`src/sv/cdc_pkg.sv`:
```
// Shared types and constants of the calendar date counter.
`default_nettype none

package cdc_pkg;

  localparam logic [13:0] YEAR_MAX        = 14'd9999;
  localparam logic [3:0]  MONTHS_PER_YEAR = 4'd12;
  // Multiplicative inverse of 25 modulo 2^14, and the largest product that
  // marks a multiple of 25 (floor((2^14 - 1) / 25)).
  localparam logic [13:0] INV25           = 14'd7209;
  localparam logic [13:0] DIV25_LIMIT     = 14'd655;

  typedef enum logic [1:0] {
    CMD_LOAD = 2'd0,
    CMD_NEXT = 2'd1,
    CMD_PREV = 2'd2,
    CMD_READ = 2'd3
  } cmd_t;

  typedef struct packed {
    cmd_t        cmd;
    logic [13:0] load_year;
    logic [3:0]  load_month;
    logic [4:0]  load_day;
  } req_t;

  typedef struct packed {
    logic [13:0] year;
    logic [3:0]  month;
    logic [4:0]  day;
  } date_t;

  typedef struct packed {
    logic [13:0] cur_year;
    logic [3:0]  cur_month;
    logic [4:0]  cur_day;
    logic [3:0]  year_thousands;
    logic [3:0]  year_hundreds;
    logic [3:0]  year_tens;
    logic [3:0]  year_units;
    logic        month_tens;
    logic [3:0]  month_units;
    logic [1:0]  day_tens;
    logic [3:0]  day_units;
  } rsp_t;

endpackage

`default_nettype wire

```
`src/sv/calendar_date_up_down_counter.sv`:
```
// Gregorian date counter: load, next day, previous day, read.
// A request passes the request register, the date register and the digit stages.
// Throughput: one request per cycle while no stall holds the pipeline; the date register updates in one pass.
// The date register sits between the request register and a 3-stage digit pipeline.
// Reset (synchronous) sets the date to 0000-01-01 and empties all stages.
`default_nettype none

module calendar_date_up_down_counter (
  input  logic          clk,
  input  logic          rst,
  input  logic          req_valid,
  output logic          req_stall,
  input  cdc_pkg::req_t req,
  output logic          rsp_valid,
  input  logic          rsp_stall,
  output cdc_pkg::rsp_t rsp
);
  import cdc_pkg::*;

  req_t  q;
  logic  q_v;
  logic  q_rdy;
  logic  a_v;
  logic  a_rdy;
  logic  d_stall;
  logic  step;
  date_t date;

  // Ready chain and the step into the date register
  always_comb begin
    a_rdy     = !a_v || !d_stall;
    q_rdy     = !q_v || a_rdy;
    step      = q_v && a_rdy;
    req_stall = !q_rdy;
  end

  // Request register and date-stage valid
  always_ff @(posedge clk) begin
    if (rst) begin
      q_v <= 1'b0;
      a_v <= 1'b0;
    end else begin
      if (q_rdy) begin
        q_v <= req_valid;
      end
      if (a_rdy) begin
        a_v <= q_v;
      end
    end
  end

  always_ff @(posedge clk) begin
    if (q_rdy) begin
      q <= req;
    end
  end

  cdc_update u_update (
    .clk  (clk),
    .rst  (rst),
    .step (step),
    .req  (q),
    .date (date)
  );

  cdc_digits u_digits (
    .clk        (clk),
    .rst        (rst),
    .date_valid (a_v),
    .date       (date),
    .date_stall (d_stall),
    .rsp_valid  (rsp_valid),
    .rsp_stall  (rsp_stall),
    .rsp        (rsp)
  );

endmodule

`default_nettype wire

```
`src/sv/cdc_update.sv`:
```
// Date state register and the one-day step, load and read logic.
`default_nettype none

module cdc_update (
  input  logic          clk,
  input  logic          rst,
  input  logic          step,
  input  cdc_pkg::req_t req,
  output cdc_pkg::date_t date
);
  import cdc_pkg::*;

  date_t       date_next;
  logic [27:0] inv_full;
  logic [13:0] inv_prod;
  logic        div25;
  logic        leap;
  logic [3:0]  month_prev;
  logic [4:0]  len_cur;
  logic [4:0]  len_prev;
  logic [5:0]  day_inc;

  function automatic logic [4:0] month_len(input logic [3:0] m, input logic lp);
    logic [4:0] len;
    case (m) inside
      4'd2:                    len = lp ? 5'd29 : 5'd28;
      4'd4, 4'd6, 4'd9, 4'd11: len = 5'd30;
      default:                 len = 5'd31;
    endcase
    return len;
  endfunction

  // Leap test: divisible by 4, and not by 25 unless also by 16
  always_comb begin
    inv_full = date.year * INV25;
    inv_prod = inv_full[13:0];
    div25    = (inv_prod <= DIV25_LIMIT);
    leap     = (date.year[1:0] == 2'd0) && (!div25 || (date.year[3:0] == 4'd0));
  end

  // Month lengths of the current and the previous month; only February
  // depends on the year, and it never follows a year change going back
  always_comb begin
    month_prev = (date.month <= 4'd1) ? MONTHS_PER_YEAR : date.month - 4'd1;
    len_cur    = month_len(date.month, leap);
    len_prev   = month_len(month_prev, leap);
    day_inc    = {1'b0, date.day} + 6'd1;
  end

  // Apply the command
  always_comb begin
    date_next = date;
    unique case (req.cmd)
      CMD_LOAD: begin
        date_next.year  = (req.load_year > YEAR_MAX) ? YEAR_MAX : req.load_year;
        if (req.load_month == 4'd0) begin
          date_next.month = 4'd1;
        end else if (req.load_month > MONTHS_PER_YEAR) begin
          date_next.month = MONTHS_PER_YEAR;
        end else begin
          date_next.month = req.load_month;
        end
        date_next.day = (req.load_day == 5'd0) ? 5'd1 : req.load_day;
      end
      CMD_NEXT: begin
        if (day_inc > {1'b0, len_cur}) begin
          date_next.day = 5'd1;
          if (date.month >= MONTHS_PER_YEAR) begin
            date_next.month = 4'd1;
            date_next.year  = (date.year >= YEAR_MAX) ? 14'd0 : date.year + 14'd1;
          end else begin
            date_next.month = date.month + 4'd1;
          end
        end else begin
          date_next.day = day_inc[4:0];
        end
      end
      CMD_PREV: begin
        if (date.day > 5'd1) begin
          date_next.day = date.day - 5'd1;
        end else begin
          date_next.month = month_prev;
          date_next.day   = len_prev;
          if (date.month <= 4'd1) begin
            date_next.year = (date.year == 14'd0) ? YEAR_MAX : date.year - 14'd1;
          end
        end
      end
      CMD_READ: begin
        date_next = date;
      end
      default: begin
        date_next = date;
      end
    endcase
  end

  // Hold the date; reset to 0000-01-01
  always_ff @(posedge clk) begin
    if (rst) begin
      date <= '{year: 14'd0, month: 4'd1, day: 5'd1};
    end else if (step) begin
      date <= date_next;
    end
  end

endmodule

`default_nettype wire

```
`src/sv/cdc_digits.sv`:
```
// Three-stage binary to decimal digit pipeline with the result register.
`default_nettype none

module cdc_digits (
  input  logic           clk,
  input  logic           rst,
  input  logic           date_valid,
  input  cdc_pkg::date_t date,
  output logic           date_stall,
  output logic           rsp_valid,
  input  logic           rsp_stall,
  output cdc_pkg::rsp_t  rsp
);
  import cdc_pkg::*;

  rsp_t        b_rsp;
  logic [9:0]  b_rem;
  logic        b_v;
  rsp_t        c_rsp;
  logic [6:0]  c_rem;
  logic        c_v;

  logic        o_rdy;
  logic        c_rdy;
  logic        b_rdy;

  rsp_t        b_rsp_next;
  logic [13:0] th_diff;
  logic [4:0]  day_diff;
  logic [9:0]  h_diff;
  logic [3:0]  hund;
  rsp_t        c_rsp_next;
  logic [6:0]  t_diff;
  logic [3:0]  tens;
  rsp_t        rsp_next;

  // Ready chain back from the result register
  always_comb begin
    o_rdy      = !rsp_valid || !rsp_stall;
    c_rdy      = !c_v || o_rdy;
    b_rdy      = !b_v || c_rdy;
    date_stall = !b_rdy;
  end

  // Thousands digit of the year, and month and day digits
  always_comb begin
    b_rsp_next           = '0;
    b_rsp_next.cur_year  = date.year;
    b_rsp_next.cur_month = date.month;
    b_rsp_next.cur_day   = date.day;
    for (int k = 1; k <= 9; k++) begin
      if (date.year >= 14'(k * 1000)) begin
        b_rsp_next.year_thousands = 4'(k);
      end
    end
    th_diff = date.year - 14'(b_rsp_next.year_thousands) * 14'd1000;

    b_rsp_next.month_tens  = (date.month >= 4'd10);
    b_rsp_next.month_units = b_rsp_next.month_tens ? date.month - 4'd10 : date.month;

    if (date.day >= 5'd30) begin
      b_rsp_next.day_tens = 2'd3;
    end else if (date.day >= 5'd20) begin
      b_rsp_next.day_tens = 2'd2;
    end else if (date.day >= 5'd10) begin
      b_rsp_next.day_tens = 2'd1;
    end else begin
      b_rsp_next.day_tens = 2'd0;
    end
    day_diff              = date.day - 5'(b_rsp_next.day_tens) * 5'd10;
    b_rsp_next.day_units  = day_diff[3:0];
  end

  // Hundreds digit of the remainder below 1000
  always_comb begin
    hund = 4'd0;
    for (int k = 1; k <= 9; k++) begin
      if (b_rem >= 10'(k * 100)) begin
        hund = 4'(k);
      end
    end
    h_diff                   = b_rem - 10'(hund) * 10'd100;
    c_rsp_next               = b_rsp;
    c_rsp_next.year_hundreds = hund;
  end

  // Tens and units of the remainder below 100
  always_comb begin
    tens = 4'd0;
    for (int k = 1; k <= 9; k++) begin
      if (c_rem >= 7'(k * 10)) begin
        tens = 4'(k);
      end
    end
    t_diff              = c_rem - 7'(tens) * 7'd10;
    rsp_next            = c_rsp;
    rsp_next.year_tens  = tens;
    rsp_next.year_units = t_diff[3:0];
  end

  // Advance the stage valids
  always_ff @(posedge clk) begin
    if (rst) begin
      b_v       <= 1'b0;
      c_v       <= 1'b0;
      rsp_valid <= 1'b0;
    end else begin
      if (b_rdy) begin
        b_v <= date_valid;
      end
      if (c_rdy) begin
        c_v <= b_v;
      end
      if (o_rdy) begin
        rsp_valid <= c_v;
      end
    end
  end

  // Advance the stage payloads
  always_ff @(posedge clk) begin
    if (b_rdy) begin
      b_rsp <= b_rsp_next;
      b_rem <= th_diff[9:0];
    end
    if (c_rdy) begin
      c_rsp <= c_rsp_next;
      c_rem <= h_diff[6:0];
    end
    if (o_rdy) begin
      rsp <= rsp_next;
    end
  end

endmodule

`default_nettype wire

```
`config.mk`:
```
export PLATFORM = sky130hd
export DESIGN_NAME = calendar_date_up_down_counter
export DESIGN_NICKNAME = d
export VERILOG_FILES = /design/src/sv/cdc_pkg.sv /design/src/sv/calendar_date_up_down_counter.sv /design/src/sv/cdc_update.sv /design/src/sv/cdc_digits.sv
export SDC_FILE = /design/constraint.sdc
export NUM_CORES = 1
export LEC_CHECK = 0
export BUFFER_PORTS_ARGS = -buffer_cell sky130_fd_sc_hd__buf_4
export CAP_MARGIN = 20
export CORE_MARGIN = 4
export CORE_UTILIZATION = 57
export CTS_BUF_LIST = sky130_fd_sc_hd__clkbuf_4
export DETAILED_ROUTE_END_ITERATION = 16
export PLACE_DENSITY = 0.8
export SYNTH_ARGS = -nofsm -noshare
export SYNTH_HDL_FRONTEND = slang
export SYNTH_SLANG_ARGS = --single-unit
```
`constraint.sdc`:
```
create_clock -name clk -period 5.1 [get_ports clk]
set_input_delay 0.765 -clock clk [delete_from_list [all_inputs] [get_ports clk]]
set_output_delay 0.765 -clock clk [all_outputs]
set_load 0.05 [all_outputs]
```
After elaboration in Yosys (flattened, before gate mapping) --
Cells that the tools add are included.
Operators by class: $mul 5, equality and inequality tests 17, add/sub/neg operators 11, $lt $le $gt $ge 39, bitwise logic cells 1, mux-type cells 51, reduce and logical (&&, ||, !) cells 27
Operator list (number):
- 14-bit 2-to-1 mux | 5
- 23-bit one-hot mux with 3 select lines | 1
- 14-bit by 13-bit >= comparator with 1-bit output (second input constant) | 4
- 4-bit 2-to-1 mux | 11
- 10-bit >= comparator (second input constant) | 4
- 18-bit 2-to-1 mux | 2
- 3-bit 2-to-1 mux | 12
- 10-bit by 9-bit >= comparator with 1-bit output (second input constant) | 3
- 14-bit by 12-bit >= comparator with 1-bit output (second input constant) | 2
- 14-bit >= comparator (second input constant) | 2
- 5-bit 2-to-1 mux | 5
- 7-bit by 6-bit >= comparator with 1-bit output (second input constant) | 3
- 7-bit >= comparator (second input constant) | 3
- 4-bit by 3-bit == test with 1-bit output (second input constant) | 4
- 4-bit == test (second input constant) | 4
- 2-bit 2-to-1 mux | 8
- 14-bit by 1-bit adder with 14-bit output (second input constant) | 1
- 14-bit by 10-bit >= comparator with 1-bit output (second input constant) | 1
- 14-bit by 11-bit >= comparator with 1-bit output (second input constant) | 1
- 7-bit by 5-bit >= comparator with 1-bit output (second input constant) | 2
- 14-bit greater-than comparator (second input constant) | 1
- 14-bit by 10-bit less-or-equal comparator with 1-bit output (second input constant) | 1
- 14-bit logical NOT | 1
- 14-bit by 13-bit multiplier with 14-bit output (second input constant) | 1
- other kinds (40) | 69
Storage, ports and cells: register bits 200, output and inout bits 52, bits of input ports 29, word-level logic and storage cells 193

Depth between registers and ports, before layout --
Gate-level depths: netlist of run 1.
depth in word-level cells 12, gate-level depth with buffers 24

By module --
A second synthesis of run 1 with hierarchy kept.
Second synthesis, totals: cells, all modules 906, area total of the unflattened synthesis 10329.9 sq um
By module, submodules not included:
- cdc_digits | seq. area each 4113.9 sq um, area each 5708.0 sq um, instances 1, cells an instance 370
- cdc_update | seq. area each 460.4 sq um, area each 3787.4 sq um, instances 1, cells an instance 502
- calendar_date_up_down_counter | seq. area each 790.8 sq um, area each 834.6 sq um, instances 1, cells an instance 34

Least setup slack after synthesis of run 1 --
No wires, ideal clock.
kind register to register, start point register u_update.date[11] (netlist name), end point register u_update.date[16] (netlist name), data arrival time 5.525 ns, data required time 4.980 ns, setup slack -0.545 ns, cell stages (with the launch flop) 25, period minus slack after synthesis 5.645 ns, path through dfxtp_1 fa_1 ha_1 ha_1 inv_1 fa_1 fa_1 inv_1 ha_1 inv_1 a221oi_1 a31oi_1 a211o_1 o31a_1 o21ai_0 a21boi_0 ha_1 nand2_1 nand3_1 o311ai_4 nand4_1 buf_2 buf_2 a32oi_1 nand2_1
Between the ends: cells in the longest elaborated chain, start to end 10, elaborated cells on any way between the ends 22
RTL lines:
- 14-bit by 13-bit multiplier with 14-bit output | line cdc_update.sv:35 | inv_full = date.year * INV25;
- 14-bit by 10-bit less-or-equal comparator with 1-bit output | line cdc_update.sv:37 | div25 = (inv_prod <= DIV25_LIMIT);
- 1-bit logical NOT | line cdc_update.sv:38 | leap = (date.year[1:0] == 2'd0) && (!div25 || (date.year[3:0] == 4'd0));
- 1-bit logical OR | line cdc_update.sv:38
- 1-bit logical AND | line cdc_update.sv:38
- 1-bit 2-to-1 mux | line cdc_update.sv:26 | 4'd2: len = lp ? 5'd29 : 5'd28;
- 5-bit 2-to-1 mux | line cdc_update.sv:25 | case (m) inside
- 6-bit by 5-bit greater-than comparator with 1-bit output | line cdc_update.sv:66 | if (day_inc > {1'b0, len_cur}) begin
- 2-bit by 1-bit != test with 1-bit output (no line)
- 6-bit AND reduction (no line)
Parallel ways exist; a longest one is shown, timed or not. The select of a mux whose other input is x is not followed. A chain may end at the register's enable or synchronous reset.

Worst setup path in the final report of run 1 --
start point register u_update.date[10] (netlist name), end point register u_update.date[8] (netlist name)
Between the ends: cells in the longest elaborated chain, start to end 10, elaborated cells on any way between the ends 12
RTL lines (line):
- 14-bit by 13-bit multiplier with 14-bit output | cdc_update.sv:35
- 14-bit by 10-bit less-or-equal comparator with 1-bit output | cdc_update.sv:37
- 1-bit logical NOT | cdc_update.sv:38
- 1-bit logical OR | cdc_update.sv:38
- 1-bit logical AND * | cdc_update.sv:38
- 1-bit 2-to-1 mux * | cdc_update.sv:26
- 5-bit 2-to-1 mux * | cdc_update.sv:25
- 6-bit by 5-bit greater-than comparator with 1-bit output * | cdc_update.sv:66
- 2-bit by 1-bit != test with 1-bit output (no line) *
- 4-bit AND reduction (no line) *
Mark *: on every way between the ends. The rest lies on a longest branch, timed or not.

==> flow_metrics.env, run 1 <==
export IMPL_avgSynthCellArea_um2=11.6
export IMPL_drtIter0Drc=775
export IMPL_maxSlewViolCount=0
export IMPL_synth_fa_ha_area_share_pct=13.6
export IMPL_path_max_fanout=4
export IMPL_vias_per_cell=5.85
export IMPL_yosysTopAreaCellShare_pct=46.9
export IMPL_wl_um=20800
export IMPL_synthFlopType="edfxtp_1"
export IMPL_nets=1119
export IMPL_hold_viol=0
export IMPL_place_ws_ns=-0.482
export IMPL_pwr_share_clk_pct=19.4
export IMPL_r2r_end="u_update.date[8]"
export IMPL_yosysWarningCount=0
export IMPL_hp_class="primary input to flip-flop"
export IMPL_multi_input_area_um2=4440
export IMPL_core_rowCount=48
export IMPL_power_uw=4500
export IMPL_fin_ws_ns=-0.434
export IMPL_clk_latency_ns=0.58
export IMPL_dieHeight_um=142
export IMPL_syn_to_final_growth_pct=15.3
export IMPL_track_usage_pct=20.8
export IMPL_peakVddDrop_mv=0.371
export IMPL_pin_count=81
export IMPL_hold_path_depth=1
export IMPL_core_area_um2=17500
export IMPL_ant_nets=0
export IMPL_hpwl_um=14900
export IMPL_worstPathArrival_ns=6.04
export IMPL_min_period_ns=5.53
export IMPL_reg2reg_depth=24
export IMPL_use_met2_pct=33.9
export IMPL_synth_area_leaders="edfxtp_1 (47%), ha_1 (9.7%), dfxtp_1 (5.5%), fa_1 (3.7%), inv_1 (3.6%)"
export IMPL_seqPwrFrac_pct=46.6
export IMPL_outcome="complete, but fails checks"
export IMPL_yosysTopAreaCell="edfxtp_1"
export IMPL_swShare_pct=34.9
export IMPL_drc=0
export IMPL_post_route_period_util_pct=109
export IMPL_start_kind="flip-flop"
export IMPL_rsz0062_at_grt="yes"
export IMPL_synth_xor_area_share_pct=4.24
export IMPL_cts_buffer_depth=2
export IMPL_cts_sinks=188
export IMPL_crit_path_top_delay_cell="fa_1"
export IMPL_gr_usage_met1_pct=28.7
export IMPL_antenna_found_initial=1
export IMPL_drive_gt1_share_pct=20.5
export IMPL_reg2reg_slack_ns=-0.43
export IMPL_fmax_mhz=181
export IMPL_root_buffer="clkbuf_4"
export IMPL_synth_simple_gate_area_share_pct=9.86
export IMPL_n_fill_cell=1273
export IMPL_cts_max_level=4
export IMPL_timing_rr_start="u_update.date[10]"
export IMPL_grt_pass1_wl_um=33700
export IMPL_synth_top_family_by_area="compound AO/OA/AOI/OAI gates"
export IMPL_hold_start="req[22]"
export IMPL_yosysSeqAreaShare_pct=52.4
export IMPL_slew_limit_headroom_pct=31.7
export IMPL_drt_first_pass_iters=5
export IMPL_critPathMaxStageDelay_ns=0.54
export IMPL_worstMarginPinSlew_ns=1.02
export IMPL_syn_inst=884
export IMPL_crit_buf_inv=5
export IMPL_numCtsBuffers=17
export IMPL_synth_edf_count=160
export IMPL_required_ns=5.61
export IMPL_grt_max_degree=48
export IMPL_p_comb_share_pct=34.0
export IMPL_cp_cell_sequence="fa_1 -> ha_1 -> ha_1 -> inv_1 -> fa_1 -> fa_1 -> inv_2 -> ha_4 -> inv_2 -> a221oi_2 -> a31oi_1 -> a211o_1 -> o31a_1 -> o21ai_1 -> a21boi_1 -> ha_1 -> nand2_1 -> nand3_2 -> o311ai_4 -> buf_4 -> buf_6 -> nand3_2 -> a211o_1 -> a21oi_1"
export IMPL_synth_cell_types=74
export IMPL_most_common_layout_cells="edfxtp_1 (160), buf_4 (120), inv_1 (95)"
export IMPL_p_sw_uw=1570
export IMPL_p_leak_uw=0.00512
export IMPL_place_congestion=0.927
export IMPL_path_clk_slew_ns=0.16
export IMPL_die_x_um=142
export IMPL_min_to="q[22]"
export IMPL_ctsHoldBuffers=0
export IMPL_failed_checks="negative setup slack"
export IMPL_finalSetupViolations=23
export IMPL_crit_family="adder cells"
export IMPL_p_per_area_nw_per_um2=381
export IMPL_start_util_pct=58.6
export IMPL_end_kind="flip-flop"
export IMPL_portBuffers=80
export IMPL_dieArea_um2=20200
export IMPL_path_class="flip-flop to flip-flop"
export IMPL_vias=7190
export IMPL_seqCellArea_um2=5380
export IMPL_clock_skew_final_ns=0.0158
export IMPL_synth_nets=1011
export IMPL_grt_pass1_vias=6800
export IMPL_netlist_area_um2=10200
export IMPL_cts_tree="yes"
export IMPL_layout_commonest_cell="edfxtp_1"
export IMPL_async_flop_share_pct=0
export IMPL_grt_busiest_layer="met2"
export IMPL_drv_cap=0
export IMPL_avgRoutedWirePerCell_um=16.9
export IMPL_synth_compound_area_share_pct=13.9
export IMPL_grt_overflow_total=0
export IMPL_synthMuxAreaShare_pct=0.415
export IMPL_p_int_uw=2930
export IMPL_fin_util_pct=67.6
export IMPL_ys_seq_elements=188
export IMPL_grt_met3_usage_pct=3.86
==> synthesized netlist by cell type, types with 3 or more instances <==
cell type and instances:
xnor2_1 40, a31oi_1 11, inv_1 97, clkbuf_1 20, nor2b_1 5, o31ai_1 9
nor4_1 6, a22oi_1 5, nand3_1 23, o31a_1 3, o21bai_1 7, and2_1 3
edfxtp_1 160, nor2_1 48, o21ai_0 39, nand4_1 3, and4_1 3, buf_2 13
and3_1 4, o22ai_1 5, fa_1 19, nand2_1 58, nor3_1 23, o311ai_0 3
o221ai_1 5, a221o_1 6, a211o_1 3, a211oi_1 4, xor2_1 7, or2_2 5
ha_1 79, o211ai_1 15, nand2b_1 3, a21oi_1 48, dfxtp_1 28, a21o_1 11
buf_4 5, a21boi_0 3, or3_1 3, a311oi_1 3, a221oi_1 4
==> state kept, by name (all words and copies together) (netlist names) <==
name                count
u_digits.b_rem         10
u_digits.rsp           47
a_v                     1
u_digits.b_v            1
u_update.date          23
u_digits.rsp_valid      1
q                      25
q_v                     1
u_digits.c_rem          7
u_digits.c_rsp         38
u_digits.c_v            1
u_digits.b_rsp         33
==> worst max-delay path by stage <==
stage                                  from                 to  depth (start not counted)
after CTS                 u_update.date[10]  u_update.date[14]                         24
after global placement    u_update.date[10]  u_update.date[15]                         24
final                     u_update.date[10]   u_update.date[8]                         24
after global routing      u_update.date[10]  u_update.date[14]                         24
after floorplan           u_update.date[10]  u_update.date[16]                         24
after detailed placement  u_update.date[10]  u_update.date[15]                         24
==> logic make-up (layout without fill, tap and decap cells) <==
family                   Yosys count  after routing
AO/OA/AOI/OAI                    203            203
buffers and inverters            139            259
other                              0              1
flip-flops                       188            188
AND/OR/NAND/NOR                  202            202
multiplexers                       4              4
XOR/XNOR                          48             48
adder cells (fa/ha/maj)          100            100
==> cell type report <==
class	instances	area share [%]
Sequential cell	188	45.5
Multi-Input combinational cell	557	37.6
Timing Repair Buffer	130	8.66
Inverter	98	3.12
Tap cell	225	2.38
Clock inverter	14	1.58
Clock buffer	17	1.08
Antenna cell	1	0.0212
==> power groups by stage <==
stage	combinational, uW	sequential, uW	clock (uW)
floorplan	983	2280	0
detailed placement	1500	2130	0
global route	1700	2120	969
finish	1530	2100	874
global placement	1440	2120	0
CTS	1520	2100	893
==> per-stage QoR <==
step	TNS, ns	hold slack, ns	cells	cell area, um^2
after global placement	-2.97	0.401	1185	11200
after floorplan	-1.31	0.400	884	10300
after global routing	-12.59	0.285	1230	11800
after CTS	-5.96	0.300	1223	11700
after detailed placement	-6.02	0.405	1185	11200
final	-7.91	0.343	1230	11800
==> per-layer routing <==
metal	up-vias	wire (um)
li1	3433	-
met1	3420	8960
met2	303	10000
met3	34	1580
met4	0	249
met5	-	0
==> what timing repair did <==
action | CTS | global route
pin swaps | 5 | 6
cloned | 0 | 0
setup buffers | 7 | 5
gates resized for setup | 10 | 21
endpoints found under the hold margin | 0 | 0
endpoints found under the setup margin | 22 | 23
No activity file was read; power rests on OpenSTA's default activity.
==> run 2, diff against run 1 <==
Settings changed: PLACE_DENSITY 0.8 to 0.77.
Clock period 5.1 ns to 6.35 ns, I/O delays scaled along.
==> flow_metrics.env, run 2 (synthesis results as in run 1) <==
export IMPL_outcome="complete, no violations"
export IMPL_path_max_fanout=11
export IMPL_avgRoutedWirePerCell_um=16.7
export IMPL_fmax_mhz=169
export IMPL_cts_buffer_depth=2
export IMPL_rsz0062_at_grt="no"
export IMPL_dieHeight_um=142
export IMPL_grt_overflow_total=0
export IMPL_cts_tree="yes"
export IMPL_worstPathArrival_ns=6.42
export IMPL_p_sw_uw=1260
export IMPL_grt_max_degree=48
export IMPL_path_class="flip-flop to flip-flop"
export IMPL_drtIter0Drc=650
export IMPL_p_comb_share_pct=33.8
export IMPL_ant_nets=0
export IMPL_die_x_um=142
export IMPL_reg2reg_slack_ns=0.44
export IMPL_ctsHoldBuffers=0
export IMPL_layout_top_registers="u_digits.rsp (47), u_digits.c_rsp (38), u_digits.b_rsp (33)"
export IMPL_dr_wl_met3_um=1400
export IMPL_vias=6927
export IMPL_post_route_period_util_pct=93.0
export IMPL_wl_met1_um=9000
export IMPL_antenna_found_initial=1
export IMPL_wl_um=20000
export IMPL_critPathMaxStageDelay_ns=0.55
export IMPL_p_per_area_nw_per_um2=311
export IMPL_numCtsBuffers=17
export IMPL_worstMarginPinSlew_ns=0.944
export IMPL_end_kind="flip-flop"
export IMPL_dieArea_um2=20200
export IMPL_holdWs_ns=0.427
export IMPL_pin_count=81
export IMPL_reg2reg_depth=23
export IMPL_fin_ws_ns=0.444
export IMPL_syn_to_final_growth_pct=10.9
export IMPL_portBuffers=80
export IMPL_peakVddDrop_mv=0.280
export IMPL_seqPwrFrac_pct=47.9
export IMPL_swShare_pct=35.9
export IMPL_root_buffer="clkbuf_4"
export IMPL_critical_path_depth=23
export IMPL_hold_path_depth=0
export IMPL_drt_first_pass_iters=5
export IMPL_cts_setup_buffers=0
export IMPL_place_congestion=0.935
export IMPL_core_rowCount=48
export IMPL_hpwl_um=14100
export IMPL_final_cell_area_um2=11400
export IMPL_required_ns=6.87
export IMPL_hp_class="flip-flop to flip-flop"
export IMPL_clock_skew_final_ns=0.0201
export IMPL_fin_cells=1197
export IMPL_nets=1085
export IMPL_path_clk_slew_ns=0.16
export IMPL_top_layer="met4"
export IMPL_pwr_share_clk_pct=18.3
export IMPL_grt_pass1_wl_um=32700
export IMPL_largest_reg_flops=47
export IMPL_track_usage_pct=20.2
export IMPL_finalSetupViolations=0
export IMPL_crit_path_top_delay_cell="fa_1"
export IMPL_drv_cap=0
export IMPL_slew_limit_headroom_pct=36.9
export IMPL_met2_length_um=9280
export IMPL_crit_family="adder cells"
export IMPL_p_leak_uw=0.00491
export IMPL_place_ws_ns=0.287
export IMPL_drive_gt1_share_pct=15.8
export IMPL_tns_ns=0
export IMPL_p_int_uw=2260
export IMPL_core_area_um2=17500
export IMPL_start_util_pct=58.6
export IMPL_hold_viol=0
export IMPL_cts_resized=0
export IMPL_cts_sinks=188
export IMPL_cp_cell_sequence="fa_1 -> ha_1 -> ha_1 -> inv_1 -> fa_1 -> fa_1 -> inv_1 -> ha_1 -> inv_1 -> a221oi_1 -> a31oi_1 -> a211o_1 -> o31a_1 -> o21ai_0 -> a21boi_0 -> ha_1 -> nand2_1 -> nand3_1 -> o311ai_4 -> buf_4 -> and4_1 -> o221ai_1 -> a21oi_1"
export IMPL_min_period_ns=5.91
export IMPL_clk_latency_ns=0.59
export IMPL_path_common_cell="ha_1"
export IMPL_grt_pass1_vias=6632
export IMPL_top_register="u_digits.rsp"
export IMPL_dpl_cell_area_um2=11000
export IMPL_drc=0
export IMPL_dp_cells=1162
export IMPL_start_kind="flip-flop"
export IMPL_maxSlewViolCount=0
export IMPL_crit_buf_inv=4
export IMPL_vias_per_cell=5.79
export IMPL_layout_commonest_cell="edfxtp_1"
export IMPL_most_common_layout_cells="edfxtp_1 (160), inv_1 (96), buf_4 (94)"
export IMPL_cts_max_level=4
[run 2: cell count changes in the layout (fill, tap and decap cells not counted), moves of 3 or more]
| cell | before | now |
|---|---|---|
| buf_4 | 120 | 94 |
| buf_6 | 9 | 0 |
| o21ai_0 | 35 | 39 |
| o21ai_1 | 4 | 0 |
| dfxtp_4 | 3 | 0 |
[run 2: cell type report]
type,count,area [um^2]
Tap cell,225,282
Inverter,98,368
Clock inverter,15,150
Antenna cell,1,2.50
Multi-Input combinational cell,557,4310
Sequential cell,188,5370
Fill cell,1349,6130
Clock buffer,17,128
Timing Repair Buffer,96,746
[run 2: final timing paths]
path,to,from
max,u_update.date[9],u_update.date[9]
min,u_digits.rsp[0],u_digits.c_rsp[0]
max reg2reg,u_update.date[9],u_update.date[9]
min reg2reg,u_digits.rsp[0],u_digits.c_rsp[0]
[run 2: power by group through the flow]
stage / clock (uW) / combinational [uW] / sequential (uW)
final: 643 / 1190 / 1690
after global routing: 714 / 1320 / 1710
after CTS: 661 / 1200 / 1690
after detailed placement: 0 / 1190 / 1720
after global placement: 0 / 1150 / 1710
after floorplan: 0 / 784 / 1830
[run 2: metal layers]
layer	GRT usage (%)	vias to the layer above
met3	4.60	31
met1	28.3	3246
met4	5.76	0
li1	-	3365
met2	31.9	285
met5	0	-
[run 2: metrics by stage]
stage | utilization, % | power (uW)
floorplan | - | 2620
global placement | 63.1 | 2860
detailed placement | 63.1 | 2900
CTS | 64.7 | 3540
global route | 64.9 | 3750
finish | 64.9 | 3520
==> run 3, diff against run 2 <==
Settings changed: CORE_UTILIZATION 57 to 27, GPL_TIMING_DRIVEN from default to 0, PLACE_DENSITY 0.77 to 0.43.
==> flow_metrics.env, run 3 (synthesis results as in run 1) <==
export IMPL_outcome="complete, no violations"
export IMPL_top_layer="met4"
export IMPL_reg2reg_depth=24
export IMPL_cts_tree="yes"
export IMPL_largest_reg_flops=47
export IMPL_p_sw_uw=1280
export IMPL_critPathMaxStageDelay_ns=0.56
export IMPL_wl_um=23800
export IMPL_track_usage_pct=11.7
export IMPL_path_common_cell="ha_1"
export IMPL_hold_viol=0
export IMPL_die_x_um=203
export IMPL_crit_path_start="u_update.date[9]"
export IMPL_drtIter0Drc=447
export IMPL_vias=6988
export IMPL_slew_limit_headroom_pct=43.7
export IMPL_avgRoutedWirePerCell_um=15.6
export IMPL_timing_rr_start="u_update.date[9]"
export IMPL_nets=1124
export IMPL_r2r_end="u_update.date[16]"
export IMPL_required_ns=6.84
export IMPL_fin_ws_ns=0.272
export IMPL_crit_family="adder cells"
export IMPL_syn_to_final_growth_pct=16.8
export IMPL_pwr_share_clk_pct=18.5
export IMPL_clk_latency_ns=0.62
export IMPL_core_area_um2=37600
export IMPL_numCtsBuffers=17
export IMPL_swShare_pct=36.2
export IMPL_clock_skew_final_ns=0.0282
export IMPL_p_comb_share_pct=35.0
export IMPL_worstPathArrival_ns=6.57
export IMPL_grt_pass1_wl_um=38200
export IMPL_layout_top_registers="u_digits.rsp (47), u_digits.c_rsp (38), u_digits.b_rsp (33)"
export IMPL_antenna_found_initial=1
export IMPL_post_route_period_util_pct=95.7
export IMPL_reg2reg_slack_ns=0.27
export IMPL_cp_endpoint="u_update.date[16]"
export IMPL_rsz0062_at_grt="no"
export IMPL_end_kind="flip-flop"
export IMPL_hp_class="flip-flop to flip-flop"
export IMPL_path_max_fanout=10
export IMPL_hpwl_um=17600
export IMPL_path_clk_slew_ns=0.16
export IMPL_seqPwrFrac_pct=46.5
export IMPL_drive_gt1_share_pct=17.4
export IMPL_critical_path_depth=24
export IMPL_fin_util_pct=31.8
export IMPL_p_leak_uw=0.00504
export IMPL_power_uw=3550
export IMPL_grt_pass1_vias=6864
export IMPL_met2_length_um=10100
export IMPL_n_fill_cell=3835
export IMPL_ant_nets=0
export IMPL_p_per_area_nw_per_um2=297
export IMPL_dieHeight_um=203
export IMPL_vias_per_cell=4.59
export IMPL_drc=0
export IMPL_dieArea_um2=41100
export IMPL_place_congestion=0.861
export IMPL_place_ws_ns=-0.334
export IMPL_layout_commonest_cell="edfxtp_1"
export IMPL_crit_buf_inv=5
export IMPL_top_register="u_digits.rsp"
export IMPL_cts_max_level=4
export IMPL_portBuffers=80
export IMPL_min_period_ns=6.08
export IMPL_crit_path_top_delay_cell="fa_1"
export IMPL_maxSlewViolCount=0
export IMPL_drv_cap=0
export IMPL_most_common_layout_cells="edfxtp_1 (160), buf_4 (97), inv_1 (96)"
export IMPL_worstMarginPinSlew_ns=0.837
export IMPL_p_int_uw=2270
export IMPL_fmax_mhz=165
export IMPL_dr_wl_met3_um=1170
export IMPL_cts_sinks=188
export IMPL_core_rowCount=71
export IMPL_peakVddDrop_mv=0.135
export IMPL_drt_first_pass_iters=5
export IMPL_root_buffer="clkbuf_4"
export IMPL_ctsHoldBuffers=0
export IMPL_finalSetupViolations=0
export IMPL_start_util_pct=27.3
export IMPL_grt_max_degree=41
export IMPL_grt_overflow_total=0
export IMPL_pin_count=81
export IMPL_path_class="flip-flop to flip-flop"
export IMPL_wl_met1_um=12100
export IMPL_cp_cell_sequence="fa_1 -> ha_1 -> ha_1 -> inv_1 -> fa_1 -> fa_1 -> inv_1 -> ha_1 -> inv_1 -> a221oi_1 -> a31oi_1 -> a211o_1 -> o31a_1 -> o21ai_0 -> a21boi_0 -> ha_1 -> nand2_1 -> nand3_1 -> o311ai_4 -> nand4_1 -> buf_4 -> buf_2 -> a32oi_1 -> nand2_1"
export IMPL_cts_buffer_depth=2
export IMPL_start_kind="flip-flop"
## run 3: cell types whose count changed in the layout (fill, tap and decap cells not counted), sizes merged
| cell | previous run | this run |
|---|---|---|
| buf | 96 | 116 |
| clkbuf | 17 | 36 |
| clkinv | 6 | 8 |
| clkinvlp | 1 | 2 |
| inv | 105 | 102 |
## run 3: what timing repair did
item	CTS	global route
pin swaps	1	2
gates resized for setup	6	5
setup endpoints to repair	18	16
buffers inserted	2	9
hold endpoints to repair	0	0
## run 3: area by class of cell
type,count,area [um^2],area share [%]
clock buffers,17,128,1.07
repair buffers,95,771,6.45
plain buffers,40,203,1.70
well taps,511,639,5.35
diodes,1,2.50,0.0209
flip-flops and latches,188,5380,45.0
inverters,98,368,3.08
clock inverters,15,154,1.29
multi-input cells,557,4320,36.1
## run 3: worst min-delay path by stage
stage / from / to / slack, ns / cells after the start
6_report: u_digits.b_rem[1] / u_digits.c_rem[1] / 0.42 / 0
5_1_grt: u_digits.b_rsp[41] / u_digits.c_rsp[41] / 0.41 / 0
4_1_cts: req[3] / q[3] / 0.42 / 1
3_5_place_dp: u_digits.b_rem[1] / u_digits.c_rem[1] / 0.40 / 0
3_3_place_gp: u_digits.c_rsp[47] / u_digits.rsp[47] / 0.40 / 0
2_1_floorplan: u_digits.b_rem[0] / u_digits.c_rem[0] / 0.40 / 0
## run 3: through the flow
step | cells | hold WS, ns | instance area, um^2 | TNS, ns
after floorplan | 884 | 0.400 | 10200 | 0
after global placement | 1475 | 0.403 | 11500 | -4.42
after detailed placement | 1478 | 0.405 | 11500 | -3.48
after CTS | 1512 | 0.422 | 11900 | 0
after global routing | 1522 | 0.411 | 12000 | 0
final | 1522 | 0.423 | 12000 | 0
## run 3: worst register-to-register path, stage by stage, from the launching register on
cell	delay [ns]
dfxtp_4	0.41
fa_1	0.54
ha_1	0.22
ha_1	0.27
inv_1	0.06
fa_1	0.51
fa_1	0.56
inv_1	0.05
ha_1	0.33
inv_1	0.07
a221oi_1	0.27
a31oi_1	0.07
a211o_1	0.29
o31a_1	0.32
o21ai_0	0.16
a21boi_0	0.11
ha_1	0.28
nand2_1	0.08
nand3_1	0.14
o311ai_4	0.29
nand4_1	0.19
buf_4	0.25
buf_2	0.21
a32oi_1	0.21
nand2_1	0.08
## run 3: power groups by stage
stage | combinational [uW] | sequential, uW | clock (uW)
after CTS | 1250 | 1660 | 698
after global placement | 1240 | 1680 | 0
after floorplan | 784 | 1830 | 0
final | 1240 | 1650 | 656
after detailed placement | 1250 | 1690 | 0
after global routing | 1380 | 1670 | 746
## run 3: per-layer routing
metal	vias up	GRT usage, %
met5	-	0
met4	0	3.88
met3	15	2.64
met2	185	17.1
met1	3337	17.1
li1	3451	-
